`src/rbc_pkg.sv`:
```
// Retry backoff controller package: widths, codes and item structs.
// Used by every module of the block; no dependencies.
`default_nettype none

package rbc_pkg;

  localparam int DELAY_BITS = 24;
  localparam int COUNT_BITS = 8;
  localparam int SHIFT_W    = $clog2(DELAY_BITS);
  localparam int CFG_IDX_W  = 2;
  localparam int CFG_DATA_W = 24;

  typedef enum logic [2:0] {
    ACT_CLEAR    = 3'd0,
    ACT_SET_REQ  = 3'd1,
    ACT_SET_DISC = 3'd2,
    ACT_RETRY    = 3'd3,
    ACT_QUERY    = 3'd4
  } action_t;

  typedef enum logic [1:0] {
    STRAT_IMMEDIATE = 2'd0,
    STRAT_FIXED     = 2'd1,
    STRAT_LINEAR    = 2'd2,
    STRAT_EXP       = 2'd3
  } strategy_t;

  typedef enum logic [CFG_IDX_W-1:0] {
    REG_STRATEGY    = 2'd0,
    REG_BASE_DELAY  = 2'd1,
    REG_MAX_DELAY   = 2'd2,
    REG_MAX_RETRIES = 2'd3
  } cfg_reg_t;

  typedef struct packed {
    logic [2:0] action;
    logic       flag_value;
  } in_t;

  typedef struct packed {
    logic                  retry_needed;
    logic                  limit_reached;
    logic [COUNT_BITS-1:0] retries_so_far;
    logic [DELAY_BITS-1:0] next_delay;
    logic                  request_failed;
    logic                  disconnect_failed;
  } out_t;

endpackage

`default_nettype wire

```
`src/rbc_delay.sv`:
```
// Next-delay calculation for the retry backoff controller.
// Combinational; depends on rbc_pkg.
`default_nettype none

module rbc_delay
  import rbc_pkg::*;
(
  input  wire strategy_t             strategy,
  input  wire logic [DELAY_BITS-1:0] base_delay,
  input  wire logic [DELAY_BITS-1:0] max_delay,
  input  wire logic [COUNT_BITS-1:0] count,
  output logic      [DELAY_BITS-1:0] delay
);

  logic [DELAY_BITS+COUNT_BITS-1:0] lin_prod;
  logic [DELAY_BITS-1:0]            lin_delay;
  logic [COUNT_BITS-1:0]            exp_k;
  logic [2*DELAY_BITS-1:0]          exp_shift;
  logic [DELAY_BITS-1:0]            exp_delay;
  logic [DELAY_BITS-1:0]            base_clamped;

  always_comb begin
    lin_prod  = base_delay * count;
    lin_delay = (lin_prod > {{COUNT_BITS{1'b0}}, max_delay}) ? max_delay
                                                             : lin_prod[DELAY_BITS-1:0];

    base_clamped = (base_delay > max_delay) ? max_delay : base_delay;

    exp_k     = count - COUNT_BITS'(1);
    exp_shift = {{DELAY_BITS{1'b0}}, base_delay} << SHIFT_W'(exp_k);
    if (count <= COUNT_BITS'(1)) begin
      exp_delay = base_clamped;
    end else if (base_delay == '0) begin
      exp_delay = '0;
    end else if (32'(exp_k) >= DELAY_BITS) begin
      // any nonzero base shifted this far exceeds the clamp
      exp_delay = max_delay;
    end else if (exp_shift > {{DELAY_BITS{1'b0}}, max_delay}) begin
      exp_delay = max_delay;
    end else begin
      exp_delay = exp_shift[DELAY_BITS-1:0];
    end

    unique case (strategy)
      STRAT_IMMEDIATE: delay = '0;
      STRAT_FIXED:     delay = base_delay;
      STRAT_LINEAR:    delay = lin_delay;
      STRAT_EXP:       delay = exp_delay;
      default:         delay = '0;
    endcase
  end

endmodule

`default_nettype wire

```
`src/retry_backoff_controller.sv`:
```
// Retry backoff controller: an accepted item is registered into the state and s1_valid, then
// its result into out_item. Throughput one item per cycle while the output is not stalled;
// the state update sits in the accept cycle, the delay multiply/shift and clamp sit in
// the result stage. rst (synchronous) clears count, flags, all configuration registers
// and both stage valids. Depends on rbc_pkg and rbc_delay.
`default_nettype none

module retry_backoff_controller
  import rbc_pkg::*;
(
  input  wire logic                  clk,
  input  wire logic                  rst,
  input  wire logic                  in_valid,
  output logic                       in_stall,
  input  wire in_t                   in_item,
  output logic                       out_valid,
  input  wire logic                  out_stall,
  output out_t                       out_item,
  input  wire logic                  cfg_valid,
  output logic                       cfg_ready,
  input  wire logic [CFG_IDX_W-1:0]  cfg_index,
  input  wire logic [CFG_DATA_W-1:0] cfg_data
);

  strategy_t             strategy;
  logic [DELAY_BITS-1:0] base_delay;
  logic [DELAY_BITS-1:0] max_delay;
  logic [COUNT_BITS-1:0] max_retries;

  logic [COUNT_BITS-1:0] retry_count, retry_count_next;
  logic                  request_flag, request_flag_next;
  logic                  disconnect_flag, disconnect_flag_next;

  logic                  s1_valid;
  logic                  out_ready;
  logic                  in_acc;
  logic                  reached;
  logic [DELAY_BITS-1:0] delay;
  out_t                  result;

  assign cfg_ready = 1'b1;
  assign out_ready = !out_valid || !out_stall;
  assign in_stall  = s1_valid && !out_ready;
  assign in_acc    = in_valid && !in_stall;

  always_comb begin
    retry_count_next     = retry_count;
    request_flag_next    = request_flag;
    disconnect_flag_next = disconnect_flag;
    unique case (in_item.action)
      ACT_CLEAR: begin
        retry_count_next     = '0;
        request_flag_next    = 1'b0;
        disconnect_flag_next = 1'b0;
      end
      ACT_SET_REQ:  request_flag_next    = in_item.flag_value;
      ACT_SET_DISC: disconnect_flag_next = in_item.flag_value;
      ACT_RETRY: begin
        if (retry_count != '1) retry_count_next = retry_count + COUNT_BITS'(1);
      end
      default: ;
    endcase
  end

  rbc_delay u_delay (
    .strategy   (strategy),
    .base_delay (base_delay),
    .max_delay  (max_delay),
    .count      (retry_count),
    .delay      (delay)
  );

  always_comb begin
    reached                  = retry_count >= max_retries;
    result.retry_needed      = request_flag && disconnect_flag && !reached;
    result.limit_reached     = reached;
    result.retries_so_far    = retry_count;
    result.next_delay        = delay;
    result.request_failed    = request_flag;
    result.disconnect_failed = disconnect_flag;
  end

  always_ff @(posedge clk) begin
    if (rst) begin
      strategy        <= STRAT_IMMEDIATE;
      base_delay      <= '0;
      max_delay       <= '0;
      max_retries     <= '0;
      retry_count     <= '0;
      request_flag    <= 1'b0;
      disconnect_flag <= 1'b0;
      s1_valid        <= 1'b0;
      out_valid       <= 1'b0;
    end else begin
      if (cfg_valid && cfg_ready) begin
        unique case (cfg_reg_t'(cfg_index))
          REG_STRATEGY:    strategy    <= strategy_t'(cfg_data[1:0]);
          REG_BASE_DELAY:  base_delay  <= cfg_data[DELAY_BITS-1:0];
          REG_MAX_DELAY:   max_delay   <= cfg_data[DELAY_BITS-1:0];
          REG_MAX_RETRIES: max_retries <= cfg_data[COUNT_BITS-1:0];
          default: ;
        endcase
      end
      if (in_acc) begin
        retry_count     <= retry_count_next;
        request_flag    <= request_flag_next;
        disconnect_flag <= disconnect_flag_next;
      end
      s1_valid <= in_acc || (s1_valid && !out_ready);
      if (out_ready) out_valid <= s1_valid;
    end
  end

  always_ff @(posedge clk) begin
    if (out_ready && s1_valid) out_item <= result;
  end

  // checks
  a_needed_flags: assert property (@(posedge clk) disable iff (rst)
    out_valid && out_item.retry_needed |->
      out_item.request_failed && out_item.disconnect_failed && !out_item.limit_reached)
    else $error("retry_needed without both flags or with limit reached");

  a_clear: assert property (@(posedge clk) disable iff (rst)
    in_acc && in_item.action == ACT_CLEAR |=>
      retry_count == '0 && !request_flag && !disconnect_flag)
    else $error("clear did not clear state");

  a_count_monotonic: assert property (@(posedge clk) disable iff (rst)
    !rst && !(in_acc && in_item.action == ACT_CLEAR) |=>
      retry_count >= $past(retry_count))
    else $error("retry count decreased without clear");

  a_hold_stage: assert property (@(posedge clk) disable iff (rst)
    s1_valid && !out_ready |=> s1_valid && $stable(retry_count))
    else $error("pending item lost or state changed while stalled");

endmodule

`default_nettype wire
```
`config.mk`:
```
export PLATFORM = sky130hd
export DESIGN_NAME = retry_backoff_controller
export DESIGN_NICKNAME = d
export VERILOG_FILES = /design/src/rbc_pkg.sv /design/src/rbc_delay.sv /design/src/retry_backoff_controller.sv
export SDC_FILE = /design/constraint.sdc
export NUM_CORES = 1
export LEC_CHECK = 0
export ABC_AREA = 1
export BUFFER_PORTS_ARGS = -buffer_cell sky130_fd_sc_hd__buf_2
export CELL_PAD_IN_SITES_DETAIL_PLACEMENT = 1
export CELL_PAD_IN_SITES_GLOBAL_PLACEMENT = 1
export CORE_ASPECT_RATIO = 1.2
export CORE_MARGIN = 3
export CORE_UTILIZATION = 31
export CTS_CLUSTER_SIZE = 16
export DETAILED_ROUTE_END_ITERATION = 8
export PLACE_DENSITY_LB_ADDON = 0.3
export RECOVER_POWER = 50
export SETUP_SLACK_MARGIN = 0.3
export SLEW_MARGIN = 30
export SYNTH_ARGS = -nofsm -noshare
export SYNTH_HDL_FRONTEND = slang
export SYNTH_SLANG_ARGS = --single-unit
export TNS_END_PERCENT = 10
```
`constraint.sdc`:
```
create_clock -name clk -period 6.9 [get_ports clk]
set_input_delay 1.38 -clock clk [delete_from_list [all_inputs] [get_ports clk]]
set_output_delay 1.38 -clock clk [all_outputs]
set_load 0.01 [all_outputs]
```
Yosys cells after proc, flatten, opt, wreduce, memory -nomap -nowiden

Cells that the tools add are included.

Div/mod/pow operators: 0
Bitwise gates (word level): 0
Multiplexer cells: 11
Multipliers: 1
Magnitude comparators: 6
Reduce and logical (&&, ||, !) cells: 26
Shift-type cells: 1
Add/sub/neg operators: 2
Equal/unequal tests: 11

Operators with widths:

| kind                                                               | count |
|---|---|
| two-way mux 24 bit                                                 | 6 |
| one-hot mux 24 bit (4 select lines)                                | 1 |
| > comparator 48 x 24 -> 1 bit                                      | 1 |
| << shifter 24 x 5 -> 48 bit                                        | 1 |
| > comparator 32 x 24 -> 1 bit                                      | 1 |
| multiplier 24 x 8 -> 32 bit                                        | 1 |
| > comparator 24 bit                                                | 1 |
| logical NOT 24 bit                                                 | 1 |
| one-hot mux 8 bit (2 select lines)                                 | 1 |
| AND reduction 2 bit                                                | 6 |
| adder 8 x 1 -> 8 bit (second input constant)                       | 1 |
| equality test 2 bit (second input constant)                        | 4 |
| greater-or-equal comparator 8 x 5 -> 1 bit (second input constant) | 1 |
| greater-or-equal comparator 8 bit                                  | 1 |
| less-or-equal comparator 8 x 1 -> 1 bit (second input constant)    | 1 |
| two-way mux 8 bit                                                  | 1 |
| != test 8 bit (second input constant)                              | 1 |
| subtractor 8 x 1 -> 8 bit (second input constant)                  | 1 |
| equality test 3 x 2 -> 1 bit (second input constant)               | 2 |
| nonzero test 2 bit                                                 | 3 |
| logical AND 1 bit                                                  | 5 |
| logical NOT 1 bit                                                  | 5 |
| equality test 2 x 1 -> 1 bit (second input constant)               | 2 |
| logical NOT 2 bit                                                  | 2 |
| other kinds (6)                                                    | 8 |

Output and inout bits: 39
Register bits after elaboration: 106
Bits in read-only memories: 0
Bits in writable memories: 0
Memories: 0
Bits in latches: 0

Logic depth before layout (Yosys ltp)

Depth in word-level cells: 8
Gate-level depth with buffers: 38
Depth with buffers taken out: 35

By module

A second synthesis with hierarchy kept.

Cell total of the unflattened synthesis: 2505
Area, all modules: 16143.0 um^2

By module, submodules not included:

| module                   | area each (um^2) | seq. area each (um^2) | times used | cells an instance |
|---|---|---|---|---|
| rbc_delay                | 12101.6          | 0.0                   | 1          | 2070 |
| retry_backoff_controller | 4041.4           | 2482.4                | 1          | 435 |

Worst setup path before layout

OpenSTA, ideal clock, no wires.

Kind: register to register
Start point: reg retry_count[4]
End point: reg out_item[10] (netlist name), data pin
Path slack: 0.727 ns
Required time: 6.641 ns
Clock period less this slack: 6.173 ns
Cell stages (with the launch flop): 33
Data arrival time: 5.913 ns
Buffers on the path: 3
Setup time: 0.259 ns
Cells stage by stage: dfxtp_1 -> buf_2 -> buf_1 -> nand2_1 -> fa_1 -> inv_1 -> fa_1 -> fa_1 -> inv_1 -> fa_1 -> inv_1 -> ha_1 -> nand2_1 -> nor2_1 -> inv_1 -> nor3_1 -> a21oi_1 -> or2_2 -> nand2_1 -> nand2_1 -> nand2_1 -> inv_1 -> ha_1 -> nand4_1 -> nor3_1 -> nand3_1 -> nand2_1 -> nand4_1 -> nor2_2 -> buf_2 -> nand3_1 -> nand3_1 -> nand3_1

Cells in the longest elaborated chain, start to end: 8
Elaborated cells between the ends (all ways): 13
Those cells by class: add/sub: 1; mul: 1; order compare: 4; shift: 1; mux: 6

Ends and longest elaborated chain:

| element                                                                             | line                            | text |
|---|---|---|
| start: declaration                                                                  | retry_backoff_controller.sv:30  | `logic [COUNT_BITS-1:0] retry_count, retry_count_next;` |
| start signal: assignment                                                            | retry_backoff_controller.sv:105 | `retry_count <= retry_count_next;` |
| parallel branches: the longest is 7 deep, another holds multiplier 24 x 8 -> 32 bit | --                              |  |
| one-hot mux 24 bit (4 select lines) *                                               | rbc_delay.sv:44                 | `unique case (strategy)` |
| net delay[8]                                                                        | retry_backoff_controller.sv:38  | `logic [DELAY_BITS-1:0] delay;` |
| end signal: assignment                                                              | retry_backoff_controller.sv:115 | `if (out_ready && s1_valid) out_item <= result;` |
| end: declaration                                                                    | retry_backoff_controller.sv:18  | `output out_t out_item,` |

Mark *: on every way through the listed nets, which the timed path passes.
A chain may end at the register's enable or synchronous reset.

Worst setup path in the final report

Start point: reg retry_count[0]
End point: reg out_item[3] (netlist name), data pin

The elaborated chain is that of the path after synthesis.

==> summary by stage <==
Route
The via count is 15898. The post-detailed-route via-to-cell ratio is 5.24. The per-cell routed wire length is ~21 um.

The count of TritonRoute iterations in the first routing pass is 4. After the first detailed-routing iteration, the DRC count stood at approximately 860. For this run, design rule violations remaining after detail routing come to 0. Once detail routing completed, the nets flagged for antenna violations numbered 0. The routed design has 64700 um of wire.

Worst setup path
The cell seen most often among critical-path stages is sky130_fd_sc_hd__inv_1. The worst-case register-to-register setup slack is between 0.4 and 0.5 ns. At the worst endpoint, the required time is 7.04 ns.

The type of the worst setup path is flip-flop to flip-flop. On the critical path, the stage with the largest delay is an instance of sky130_fd_sc_hd__dfxtp_1. The worst-path maximum fanout is 18. STA classifies the critical path startpoint as a flip-flop.

The element type at the critical path end is a flip-flop. At the worst endpoint, the arrival time is 6.56 ns. In this design, the stage delay of the slowest critical-path cell is about 0.86 ns.

Die
In this run the core area contains 88 standard-cell rows. After floorplanning, the core was sized to cover 48600 um2. The die extent in y is 250 um. The I/O pin count is 74. The floorplan step defined a die boundary enclosing 52300 um2.

The initial core utilization is 31.7%. The overall die width is 209 um.

Power
The cell leakage power is approximately 9 nW. The worst-case IR drop observed on VDD is 0.114 mV. Power spread over the standard cell area amounts to between 100 and 150 nW/um2.

STA
Across all hold checks on the routed design, the worst slack comes to 0.436 ns. The measured slew at the worst slew-check pin is between 2 and 3 ns. Setup violations remaining at the end of the flow were counted as 0. Timing would allow up to 0.156 GHz. The count of final max-slew check failures is 94. The worst path uses between 90% and 100% of the clock period.

The minimum clock period is 6.42 ns. For the final routed database, the setup TNS stands at 0 ns. Setup repair after global routing could not meet its margin everywhere. For the final database, setup skew stands at 0.0192 ns. The final hold violation count is 0. Headroom to the max-slew limit came out at -90.1%.

Clock network
The TritonCTS clock tree is done. The maximum buffer depth of the clock tree is 2. The H-tree depth reported by CTS is 3. Clock tree synthesis selected as its root buffer the cell sky130_fd_sc_hd__clkbuf_16. The clock net in this run drives a total of 106 sinks. The later pin in the worst-skew pair is clocked with a latency of 0.40 ns. The clock transition at the registers of the reported paths is approximately 0.080 ns. Clock tree synthesis inserted a total of 9 buffers.

Synth
The basic-gate share of the synthesized area counting and, or, nand and nor cells is 30.7%. The distinct cell type count after synthesis is 44. The number of enable-type register cells in the synthesized netlist is 36. In the synthesized netlist the dominant register cell turns out to be sky130_fd_sc_hd__dfxtp_1. The cell type with the highest aggregate area in the netlist is sky130_fd_sc_hd__fa_1. The net count after synthesis is 2642. Summing the areas of all compound-gate instances in the mapped netlist gives 9.51% of the synthesized area. The synthesized design contains 106 register bits.

The share of async-settable or async-resettable flops after synthesis is 0%. After synthesis, the largest family of logic cells by area is simple AND/OR/NAND/NOR gates. The cell area after synthesis is 15400 um2. By area the synthesized netlist is led by sky130_fd_sc_hd__fa_1 17%, sky130_fd_sc_hd__nand2_1 16%, sky130_fd_sc_hd__ha_1 11%. The portion of netlist area occupied by mux cells is 0%. Of the total synthesized cell area, the portion taken by full adders, half adders and majority gates is 28.2%. The mean instance size in the synthesized netlist is 6.57 um2.

The XOR/XNOR share of the synthesized area is 1.25%. The count of mapped cells out of synthesis is 2340. The share of the yosys chip area belonging to registers is 16.1%.

The share of the synthesized area in the top cell type is 17.2%. For this run, the number of Yosys warnings is 0.

GRT
Entering global routing, the biggest net connects 57 pins. The total routing resource utilization after global routing is approximately 24%. The remaining global-route overflow is 0. The first global-routing pass estimated 98000 um of wire. The initial antenna violation count came to 1. The via count of the first global-routing pass was 16717.

Finish
From synthesis to final layout, the design area changed by 12.6%. In the final layout, flip-flops and latches occupy 2520 um2. The filler cells instantiated in the layout total 6250.

The area occupied by multi-input gates is about 11000 um2. The total non-filler cell area in the finished layout is between 15000 and 20000 um2. The repair_antennas step left the layout with diodes totalling 0. After the last flow step, the layout net total stands at 2699. Cells with a size suffix above 1 make up 9.41% of the layout.

Place
The wire-length estimate of the detail-placed layout is 50700 um. Port buffering added approximately 70 buffers. At the end of routability-driven placement, the weighted congestion stood at 0.918. The placed instance area is between 15000 and 20000 um2.

Outcome
The final reports fail on max-capacitance violations, max-slew violations. The run finished, with violations left.

Flow run
Max-cap violations in this run came to 2.

Min path
In this run the worst hold path is classified as flip-flop to flip-flop.
==> cells by family after synthesis <==
group                      Yosys count
other                                1
and+or+nand+nor                   1119
buffers and inverters              547
AOI/OAI and AO/OA                  279
DFF                                106
adders and majority gates          267
xor gates and xnor gates            21
==> where the power goes <==
part	leakage [nW]	internal, W	switching, W
clock network	0.148	0.000260	0.000313
registers	0.930	0.000674	0.0000345
logic	8.07	0.000163	0.000384
total	9.15	0.00110	0.000732
==> layer usage <==
layer,vias up,track usage [%],routed length (um)
met5,-,0,31
met4,4,12.8,3750
met3,126,2.31,2210
met2,357,42.6,31800
met1,7958,29.1,26900
li1,7453,-,-
==> worst max-delay path, delay by kind of cell, from the launching register on <==
kind	cells	cell delay (ns)
adders and majority gates	5	2.11
buffers and inverters	6	0.85
DFF	1	0.86
xor gates and xnor gates	1	0.42
and+or+nand+nor	11	1.21
AOI/OAI and AO/OA	5	0.69
==> timing repair <==
action / 4_1_cts / 5_1_grt
resized for setup: 14 / 69
hold buffers: 0 / 0
setup buffers: 5 / 14
cloned: 1 / 4
setup endpoints to repair: 24 / 24
pin swaps: 1 / 9
==> state kept, by name, indices dropped and copies added, names as in the netlist <==
signal / count
disconnect_flag: 1
out_item: 36
out_valid: 1
retry_count: 8
strategy: 2
base_delay: 24
request_flag: 1
max_retries: 8
s1_valid: 1
max_delay: 24
==> cell type report <==
class,instances,area share (%)
clock buffer,9,1.30
tap,630,4.55
clock inverter,7,0.455
multi-input combinational,1687,63.2
timing repair buffer,160,6.50
inverter,433,9.40
sequential,106,14.5
==> cell usage in the layout (no fill, tap or decap), drive strengths merged, types with 20 or more instances in the layout <==
cell type / count
ha: 135
nand2: 645
nor2: 147
a21oi: 157
buf: 120
clkbuf: 48
xor2: 20
fa: 132
dfxtp: 70
o21ai: 97
inv: 436
edfxtp: 36
nand4: 22
nand3: 267
==> stage by stage <==
stage / power, W / utilization (%) / cells / setup WS [ns]
2_1_floorplan: 0.00103 / - / 2340 / 0.727
3_3_place_gp: 0.00123 / 34.0 / 2991 / 0.260
3_5_place_dp: 0.00124 / 34.1 / 2992 / 0.0694
4_1_cts: 0.00181 / 34.9 / 3014 / 0.303
5_1_grt: 0.00191 / 35.6 / 3032 / 0.108
6_report: 0.00183 / 35.6 / 3032 / 0.477
==> Yosys cell counts (all sizes together) (2+ instances only) <==
| library cell | instances |
|---|---|
| a211oi | 4 |
| a21o | 2 |
| a21oi | 157 |
| a31oi | 3 |
| buf | 48 |
| clkbuf | 66 |
| dfxtp | 70 |
| edfxtp | 36 |
| fa | 132 |
| ha | 135 |
| inv | 432 |
| nand2 | 645 |
| nand3 | 267 |
| nand3b | 5 |
| nand4 | 22 |
| nor2 | 147 |
| nor3 | 19 |
| nor4 | 8 |
| o2111ai | 2 |
| o21a | 6 |
| o21ai | 97 |
| o21bai | 6 |
| or2 | 4 |
| xor2 | 20 |
==> final timing paths <==
| path | start | end | depth (start not counted) |
|---|---|---|---|
| max reg2reg | retry_count[0]$_SDFFE_PP0P_ | out_item[3]$_DFFE_PP_ | 28 |
| min reg2reg | disconnect_flag$_SDFFE_PP0P_ | out_item[0]$_DFFE_PP_ | 0 |
| max | retry_count[0]$_SDFFE_PP0P_ | out_item[3]$_DFFE_PP_ | 28 |
| min | disconnect_flag$_SDFFE_PP0P_ | out_item[0]$_DFFE_PP_ | 0 |
No activity file was read; power rests on OpenSTA's default activity.
